[config.mk]
export PLATFORM = sky130hd
export DESIGN_NAME = sha256_stream_hasher
export DESIGN_NICKNAME = d
export VERILOG_FILES = /design/src/sv/shs_pkg.sv /design/src/sv/shs_datapath.sv /design/src/sv/shs_ctrl.sv /design/src/sv/sha256_stream_hasher.sv
export SDC_FILE = /design/constraint.sdc
export NUM_CORES = 2
export LEC_CHECK = 0
export ABC_AREA = 0
export BUFFER_PORTS_ARGS = -buffer_cell sky130_fd_sc_hd__buf_2
export CORE_ASPECT_RATIO = 1.1
export CORE_UTILIZATION = 40
export DETAILED_ROUTE_END_ITERATION = 8
export PLACE_DENSITY = 0.59
export SLEW_MARGIN = 20
export SYNTH_ARGS = -nofsm -noshare
export SYNTH_HDL_FRONTEND = slang
export SYNTH_SLANG_ARGS = --single-unit
[constraint.sdc]
create_clock -name i_clk -period 38.6 [get_ports i_clk]
set_input_delay 0 -clock i_clk [delete_from_list [all_inputs] [get_ports i_clk]]
set_output_delay 0 -clock i_clk [all_outputs]
set_load 0.03 [all_outputs]
[src/sv/shs_pkg.sv]
// Shared types and constants for the SHA-256 stream hasher.
// Holds the round constant table, the initial hash values and the
// command/status structs between controller and datapath. No dependencies.
package shs_pkg;

    localparam int unsigned NUM_ROUNDS = 64;
    localparam int unsigned NUM_WORDS  = 8;
    localparam int unsigned BLK_BITS   = 512;

    localparam logic [31:0] K_ROUND [NUM_ROUNDS] = '{
        32'h428a2f98, 32'h71374491, 32'hb5c0fbcf, 32'he9b5dba5,
        32'h3956c25b, 32'h59f111f1, 32'h923f82a4, 32'hab1c5ed5,
        32'hd807aa98, 32'h12835b01, 32'h243185be, 32'h550c7dc3,
        32'h72be5d74, 32'h80deb1fe, 32'h9bdc06a7, 32'hc19bf174,
        32'he49b69c1, 32'hefbe4786, 32'h0fc19dc6, 32'h240ca1cc,
        32'h2de92c6f, 32'h4a7484aa, 32'h5cb0a9dc, 32'h76f988da,
        32'h983e5152, 32'ha831c66d, 32'hb00327c8, 32'hbf597fc7,
        32'hc6e00bf3, 32'hd5a79147, 32'h06ca6351, 32'h14292967,
        32'h27b70a85, 32'h2e1b2138, 32'h4d2c6dfc, 32'h53380d13,
        32'h650a7354, 32'h766a0abb, 32'h81c2c92e, 32'h92722c85,
        32'ha2bfe8a1, 32'ha81a664b, 32'hc24b8b70, 32'hc76c51a3,
        32'hd192e819, 32'hd6990624, 32'hf40e3585, 32'h106aa070,
        32'h19a4c116, 32'h1e376c08, 32'h2748774c, 32'h34b0bcb5,
        32'h391c0cb3, 32'h4ed8aa4a, 32'h5b9cca4f, 32'h682e6ff3,
        32'h748f82ee, 32'h78a5636f, 32'h84c87814, 32'h8cc70208,
        32'h90befffa, 32'ha4506ceb, 32'hbef9a3f7, 32'hc67178f2
    };

    localparam logic [31:0] H_INIT [NUM_WORDS] = '{
        32'h6a09e667, 32'hbb67ae85, 32'h3c6ef372, 32'ha54ff53a,
        32'h510e527f, 32'h9b05688c, 32'h1f83d9ab, 32'h5be0cd19
    };

    localparam logic [7:0] PAD_BYTE = 8'h80;

    localparam logic       MODE_ABSORB = 1'b0;
    localparam logic       MODE_FINISH = 1'b1;

    typedef enum logic [1:0] {
        SEL_DATA  = 2'd0,
        SEL_PAD80 = 2'd1,
        SEL_ZERO  = 2'd2,
        SEL_LEN   = 2'd3
    } t_byte_sel;

    typedef struct packed {
        logic      shift_en;
        t_byte_sel byte_sel;
        logic      count_bits;
        logic      load_vars;
        logic      round_en;
        logic [5:0] round_idx;
        logic      add_chain;
        logic      clear_msg;
        logic [2:0] out_idx;
    } t_dp_cmd;

    typedef struct packed {
        logic [5:0] byte_cnt;
    } t_dp_status;

endpackage

[src/sv/shs_datapath.sv]
// Datapath of the SHA-256 stream hasher: block shift register that doubles
// as the message schedule window, round variables, chaining words, counters.
// Depends on shs_pkg.
module shs_datapath (
    input  logic                i_clk,
    input  logic                i_rst_n,
    input  shs_pkg::t_dp_cmd    i_cmd,
    input  logic [7:0]          i_data_byte,
    output shs_pkg::t_dp_status o_status,
    output logic [31:0]         o_digest_word
);
    import shs_pkg::*;

    function automatic logic [31:0] rotr(input logic [31:0] x, input int unsigned n);
        rotr = (x >> n) | (x << (32 - n));
    endfunction

    logic [BLK_BITS-1:0] r_blk, n_blk;
    logic [31:0]         r_v [NUM_WORDS];
    logic [31:0]         r_chain [NUM_WORDS];
    logic [5:0]          r_cnt;
    logic [63:0]         r_bits;

    logic [7:0]  shift_byte;
    logic [31:0] w0, w1, w9, w14, w_new;
    logic [31:0] s0, s1, big_s0, big_s1, ch, maj, t1, t2;

    always_comb begin
        unique case (i_cmd.byte_sel)
            SEL_DATA:  shift_byte = i_data_byte;
            SEL_PAD80: shift_byte = PAD_BYTE;
            SEL_ZERO:  shift_byte = 8'h00;
            SEL_LEN:   shift_byte = 8'(r_bits >> {~r_cnt[2:0], 3'b000});
            default:   shift_byte = 8'h00;
        endcase
    end

    assign w0  = r_blk[BLK_BITS-1        -: 32];
    assign w1  = r_blk[BLK_BITS-1-32*1   -: 32];
    assign w9  = r_blk[BLK_BITS-1-32*9   -: 32];
    assign w14 = r_blk[BLK_BITS-1-32*14  -: 32];

    assign s0    = rotr(w1, 7) ^ rotr(w1, 18) ^ (w1 >> 3);
    assign s1    = rotr(w14, 17) ^ rotr(w14, 19) ^ (w14 >> 10);
    assign w_new = s1 + w9 + s0 + w0;

    assign big_s1 = rotr(r_v[4], 6) ^ rotr(r_v[4], 11) ^ rotr(r_v[4], 25);
    assign big_s0 = rotr(r_v[0], 2) ^ rotr(r_v[0], 13) ^ rotr(r_v[0], 22);
    assign ch     = (r_v[4] & r_v[5]) ^ (~r_v[4] & r_v[6]);
    assign maj    = (r_v[0] & r_v[1]) ^ (r_v[0] & r_v[2]) ^ (r_v[1] & r_v[2]);
    assign t1     = r_v[7] + big_s1 + ch + K_ROUND[i_cmd.round_idx] + w0;
    assign t2     = big_s0 + maj;

    always_comb begin
        n_blk = r_blk;
        if (i_cmd.shift_en) begin
            n_blk = {r_blk[BLK_BITS-9:0], shift_byte};
        end else if (i_cmd.round_en) begin
            n_blk = {r_blk[BLK_BITS-33:0], w_new};
        end
    end

    always_ff @(posedge i_clk) begin
        r_blk <= n_blk;
        if (i_cmd.load_vars) begin
            for (int i = 0; i < NUM_WORDS; i++) r_v[i] <= r_chain[i];
        end else if (i_cmd.round_en) begin
            r_v[7] <= r_v[6];
            r_v[6] <= r_v[5];
            r_v[5] <= r_v[4];
            r_v[4] <= r_v[3] + t1;
            r_v[3] <= r_v[2];
            r_v[2] <= r_v[1];
            r_v[1] <= r_v[0];
            r_v[0] <= t1 + t2;
        end
    end

    always_ff @(posedge i_clk) begin
        if (!i_rst_n || i_cmd.clear_msg) begin
            for (int i = 0; i < NUM_WORDS; i++) r_chain[i] <= H_INIT[i];
            r_cnt  <= '0;
            r_bits <= '0;
        end else begin
            if (i_cmd.add_chain) begin
                for (int i = 0; i < NUM_WORDS; i++) r_chain[i] <= r_chain[i] + r_v[i];
            end
            if (i_cmd.shift_en) begin
                r_cnt <= r_cnt + 6'd1;
            end
            if (i_cmd.count_bits) begin
                r_bits <= r_bits + 64'd8;
            end
        end
    end

    assign o_status.byte_cnt = r_cnt;
    assign o_digest_word     = r_chain[i_cmd.out_idx];

endmodule

[src/sv/shs_ctrl.sv]
// Controller of the SHA-256 stream hasher: absorb, padding, round sequencing
// and digest output. Drives the datapath through shs_pkg command/status structs.
// Depends on shs_pkg.
module shs_ctrl (
    input  logic                i_clk,
    input  logic                i_rst_n,
    input  logic                i_valid,
    output logic                o_stall,
    input  logic                i_mode,
    output logic                o_valid,
    input  logic                i_stall,
    output logic [2:0]          o_word_index,
    output logic                o_last_word,
    input  shs_pkg::t_dp_status i_status,
    output shs_pkg::t_dp_cmd    o_cmd
);
    import shs_pkg::*;

    typedef enum logic [5:0] {
        S_IDLE  = 6'b000001,
        S_PAD   = 6'b000010,
        S_INIT  = 6'b000100,
        S_ROUND = 6'b001000,
        S_ADD   = 6'b010000,
        S_OUT   = 6'b100000
    } t_state;

    t_state     r_state, n_state;
    logic [5:0] r_round, n_round;
    logic [2:0] r_oidx, n_oidx;
    logic       r_fin, n_fin;
    logic       r_final, n_final;

    always_comb begin
        n_state = r_state;
        n_round = r_round;
        n_oidx  = r_oidx;
        n_fin   = r_fin;
        n_final = r_final;
        o_cmd            = '0;
        o_cmd.byte_sel   = SEL_ZERO;
        o_cmd.round_idx  = r_round;
        o_cmd.out_idx    = r_oidx;
        unique case (r_state)
            S_IDLE: begin
                if (i_valid) begin
                    o_cmd.shift_en = 1'b1;
                    if (i_mode == MODE_ABSORB) begin
                        o_cmd.byte_sel   = SEL_DATA;
                        o_cmd.count_bits = 1'b1;
                        n_fin = 1'b0;
                        if (i_status.byte_cnt == 6'd63) n_state = S_INIT;
                    end else begin
                        o_cmd.byte_sel = SEL_PAD80;
                        n_fin   = 1'b1;
                        n_final = (i_status.byte_cnt < 6'd56);
                        n_state = (i_status.byte_cnt == 6'd63) ? S_INIT : S_PAD;
                    end
                end
            end
            S_PAD: begin
                o_cmd.shift_en = 1'b1;
                o_cmd.byte_sel = (r_final && i_status.byte_cnt >= 6'd56) ? SEL_LEN : SEL_ZERO;
                if (i_status.byte_cnt == 6'd63) n_state = S_INIT;
            end
            S_INIT: begin
                o_cmd.load_vars = 1'b1;
                n_round = '0;
                n_state = S_ROUND;
            end
            S_ROUND: begin
                o_cmd.round_en = 1'b1;
                n_round = r_round + 6'd1;
                if (r_round == 6'd63) n_state = S_ADD;
            end
            S_ADD: begin
                o_cmd.add_chain = 1'b1;
                if (!r_fin) begin
                    n_state = S_IDLE;
                end else if (r_final) begin
                    n_oidx  = '0;
                    n_state = S_OUT;
                end else begin
                    n_final = 1'b1;
                    n_state = S_PAD;
                end
            end
            S_OUT: begin
                if (!i_stall) begin
                    if (r_oidx == 3'd7) begin
                        o_cmd.clear_msg = 1'b1;
                        n_fin   = 1'b0;
                        n_state = S_IDLE;
                    end else begin
                        n_oidx = r_oidx + 3'd1;
                    end
                end
            end
            default: n_state = S_IDLE;
        endcase
    end

    always_ff @(posedge i_clk) begin
        if (!i_rst_n) begin
            r_state <= S_IDLE;
            r_round <= '0;
            r_oidx  <= '0;
            r_fin   <= 1'b0;
            r_final <= 1'b0;
        end else begin
            r_state <= n_state;
            r_round <= n_round;
            r_oidx  <= n_oidx;
            r_fin   <= n_fin;
            r_final <= n_final;
        end
    end

    assign o_stall      = (r_state != S_IDLE);
    assign o_valid      = (r_state == S_OUT);
    assign o_word_index = r_oidx;
    assign o_last_word  = (r_oidx == 3'd7);

endmodule

[src/sv/sha256_stream_hasher.sv]
// Top level of the SHA-256 stream hasher: controller plus datapath.
// Depends on shs_pkg, shs_ctrl and shs_datapath.
//
// Input channel (i_valid / o_stall): one transaction per message byte
// (i_mode = 0, i_data_byte) or one finish transaction (i_mode = 1).
// Output channel (o_valid / i_stall): eight transactions per finish, digest
// words 0..7 in big-endian byte order, o_last_word high on word 7.
// Sequence: an absorb transaction is accepted while idle; the 64th byte of a
// block starts a compression (load, 64 rounds at one round per cycle through
// a single round unit, chain add). A finish pads one byte per cycle up to the
// block end, runs one or two compressions, then presents the digest words.
// Two compressions run when fewer than nine bytes of the block were free.
// o_stall is high whenever the block is padding, compressing or emitting.
// When the receiver stalls, the current digest word holds until taken.
// Reset (synchronous, active low) restores the initial hash values and
// clears the byte and bit counters; after the eighth word the block
// returns to that state for the next message.
module sha256_stream_hasher (
    input  logic        i_clk,
    input  logic        i_rst_n,
    input  logic        i_valid,
    output logic        o_stall,
    input  logic        i_mode,
    input  logic [7:0]  i_data_byte,
    output logic        o_valid,
    input  logic        i_stall,
    output logic [31:0] o_digest_word,
    output logic [2:0]  o_word_index,
    output logic        o_last_word
);
    import shs_pkg::*;

    t_dp_cmd    dp_cmd;
    t_dp_status dp_status;

    shs_ctrl u_ctrl (
        .i_clk        (i_clk),
        .i_rst_n      (i_rst_n),
        .i_valid      (i_valid),
        .o_stall      (o_stall),
        .i_mode       (i_mode),
        .o_valid      (o_valid),
        .i_stall      (i_stall),
        .o_word_index (o_word_index),
        .o_last_word  (o_last_word),
        .i_status     (dp_status),
        .o_cmd        (dp_cmd)
    );

    shs_datapath u_datapath (
        .i_clk         (i_clk),
        .i_rst_n       (i_rst_n),
        .i_cmd         (dp_cmd),
        .i_data_byte   (i_data_byte),
        .o_status      (dp_status),
        .o_digest_word (o_digest_word)
    );

endmodule
==> reports/qor.yml <==
critical_path:
  critPathMaxStageDelay_ps: 630
  r2r_cells: 39
  cp_num_buf_inv: 7
  cp.required_ps: 39130
  startpoint_type: "flip-flop"
  critical_path_depth: 39
  critical_path_class: "flip-flop to flip-flop"
  worstReg2RegStart: "u_ctrl.r_round[0]$_SDFFE_PN0P_"
  cp_data_arrival_time_ps: 11380
  crit_start: "u_ctrl.r_round[0]$_SDFFE_PN0P_"
  end_kind: "flip-flop"
  cp_max_fo: 32
  cp_top_family: "compound AO/OA/AOI/OAI gates"
  worst_path_max_delay_cell: "ha_1"
synthesis:
  synth_compound_area_share_pct: 11.4
  synth_top_cell_area_share_pct: 41.2
  ys_warn_count: 0
  synth_edf_count: 1024
  syn_nets: 8553
  syn_inst: 7947
  synth_fa_ha_area_share_pct: 12.0
  ys_ff_latch: 1111
  muxShareOfSynthArea_pct: 3.69
  yosys.area.top_type: "edfxtp_1"
  synth-xor-area-share_pct: 7.40
  yosysUniqueCellTypes: 102
  synth-simple-area-share_pct: 18.1
  syn_area_per_cell_sq_um: 9.39
  async_flop_share_pct: 0
  synth_top_family_by_area: "simple AND/OR/NAND/NOR gates"
  yosys-top-cells-area: "edfxtp_1, nand2_1, ha_1, fa_1, xnor2_1"
  synth_flop_cell: "edfxtp_1"
  ys_seq_area_share_pct: 43.5
  synthesis.area_sq_mm: 0.0746
clock_tree:
  cts_resized: 0
  cts_root_buffer: "clkbuf_16"
  cts_buffers: 135
  cts_max_level: 4
  worstSkewPairLatency_ps: 800
  clk_pin_slew_ps: 60
  cts_setup_buffers: 0
  clk_path_buf_depth: 3
  numClockSinks: 1111
  cts_tree: "built"
  cts_hold_buf: 19
route:
  ant_nets: 0
  initialDrtViolationCount: 5011
  wl_per_cell_microns: 22.6
  drt-pass1-iter-count: 6
  num_vias: 57400
  routed_wirelength_microns: 234000
  drc_errors: 0
  post_drt_via_cell_ratio: 5.55
die:
  pin_count: 51
  dieArea_sq_mm: 0.188
  start_util_pct: 40.4
  rows: 165
  die_h_microns: 455
  die_w_microns: 414
  core_area_sq_mm: 0.185
finish:
  syn2layout_area_growth_pct: 9.04
  n_fill_cell: 17700
  drive_gt1_share_pct: 6.25
  seqCellArea_sq_mm: 0.0325
  multi_input_area_sq_mm: 0.0393
  fin_area_sq_mm: 0.0814
  nets: 8415
sta:
  tns_ps: 0
  slew_viol_final: 0
  fmax_mhz: 92.1
  rsz0062_at_grt: "false"
  slew-limit-headroom_pct: 22.0
  skew_ps: 31.7
  period_minus_slack_ps: 10850
  finalHoldViolations: 0
  setup_viol_count_final: 0
  period_share_pct: 28.1
  worstMarginPinSlew_ps: 1170
placed_design:
  dp_hpwl_microns: 173000
  portBuffers: 50
  placed_cell_area_sq_mm: 0.0770
  globalplace.congestion: 0.960
pwr:
  ir_drop_v: 0.000104
  power.leakage_nw: 33.5
  power.density_mw_per_mm2: 64.2
  finalPower_mw: 5.22
global_route:
  grt_first_pass_wirelength_microns: 352000
  grt_max_degree: 214
  grt_usage_pct: 24.7
  antenna_found_initial: 7
  grt_overflow: 0
  first_global_vias: 56600
worst_hold_path:
  hold_class: "primary input to flip-flop"
  hold_depth: 4
  min_from: "i_data_byte[6]"
run_status:
  outcome: "completed"
job:
  cap_violations: 0
[synth_stat cells (all sizes together), types with 32 or more instances]
library cell / number
ha: 398
a21o: 196
o21ai: 403
buf: 32
dfxtp: 87
fa: 195
nor2b: 54
mux2: 50
xnor2: 361
nor2: 411
nand2b: 75
xor2: 270
o21bai: 39
and3: 44
nor3: 78
a211oi: 36
nand3: 86
nand2: 2444
a21oi: 378
o21a: 44
edfxtp: 1024
mux4: 84
a31oi: 36
inv: 344
or3: 32
clkbuf: 388
[routing by layer]
| layer | up-vias | track usage [%] | share of wire (%) |
|---|---|---|---|
| li1 | 27000 | - | - |
| met4 | 2 | 11.6 | 5.0 |
| met3 | 404 | 2.91 | 4.7 |
| met1 | 28300 | 31.3 | 42 |
| met5 | - | 0 | 0.0051 |
| met2 | 1682 | 41.9 | 49 |
[cells by family (layout without fill, tap and decap cells)]
kind of cell / Yosys count / in the layout
mux: 164 / 164
flops: 1111 / 1111
fa+ha+maj: 597 / 597
simple gates: 3319 / 3319
compound gates: 1357 / 1357
xor+xnor: 631 / 631
other cells: 0 / 2
buf+inv: 768 / 731
[stage by stage]
stage               hold WS [ps]  utilization, %  std cells  setup WS [ps]
finish                       143            44.1      10300          27750
global route                 109            44.1      10300          27280
detailed placement           204            41.7      10100          27860
floorplan                   90.3               -       7947          25100
CTS                         82.6            44.1      10300          27820
global placement             194            41.7      10100          27870
[flip-flops by register name, indices dropped and copies added, names as in the netlist, named ones only]
register             cells
u_datapath.o_status      6
u_ctrl.r_final           1
u_datapath.r_v         256
u_ctrl.r_state           6
u_ctrl.r_fin             1
u_datapath.r_bits       61
u_ctrl.o_word_index      3
u_datapath.r_chain     256
u_ctrl.r_round           6
u_datapath.r_blk       512
[worst register-to-register path: cells and delay by family (launching register included)]
kind,cells,cell delay (ps)
adders and majority gates,8,3580
xor gates and xnor gates,3,590
and+or+nand+nor,5,740
AOI/OAI and AO/OA,16,4000
DFF,1,300
buffers and inverters,7,1360
[path summary, 6_finish.rpt]
kind                                         endpoint  slack [ps]
setup / recovery      u_datapath.r_v[0][31]$_DFFE_PP_       27750
setup reg to reg      u_datapath.r_v[0][31]$_DFFE_PP_       27750
hold / removal          u_datapath.r_blk[6]$_DFFE_PP_         140
hold reg to reg   u_datapath.o_status[5]$_SDFFE_PP0P_         490
[placed cells by master (no fill, tap or decap), types with 20 or more instances in the layout]
cell,instances
nand2_1,2440
edfxtp_1,1024
nor2_1,409
ha_1,398
a21oi_1,377
xnor2_1,361
inv_1,339
o21ai_0,280
xor2_1,270
a21o_1,196
fa_1,195
clkbuf_16,139
o21ai_1,123
nand3_1,86
mux4_2,84
dfxtp_1,81
nor3_1,76
nand2b_1,74
buf_4,71
nor2b_1,53
mux2_2,50
buf_2,50
o21a_1,44
and3_1,43
o21bai_1,39
a31oi_1,35
a211oi_1,34
clkinv_1,33
or3_1,32
mux2i_1,30
clkbuf_1,30
o211ai_1,25
nand4_1,23
o31ai_1,20
[final cells by class]
| cell class | count | area share (%) |
|---|---|---|
| well taps | 2421 | 3.72 |
| diodes | 2 | 0.00615 |
| repair buffers | 145 | 1.30 |
| inverters | 348 | 1.61 |
| clock inverters | 68 | 0.692 |
| flip-flops and latches | 1111 | 39.9 |
| clock buffers | 170 | 4.42 |
| multi-input cells | 6068 | 48.3 |
[report_power, final]
group	internal [mW]	switching [mW]
Combinational	0.873	1.39
Clock	0.707	0.525
Sequential	1.57	0.157
Total	3.15	2.07
No activity file was read; power rests on OpenSTA's default activity.
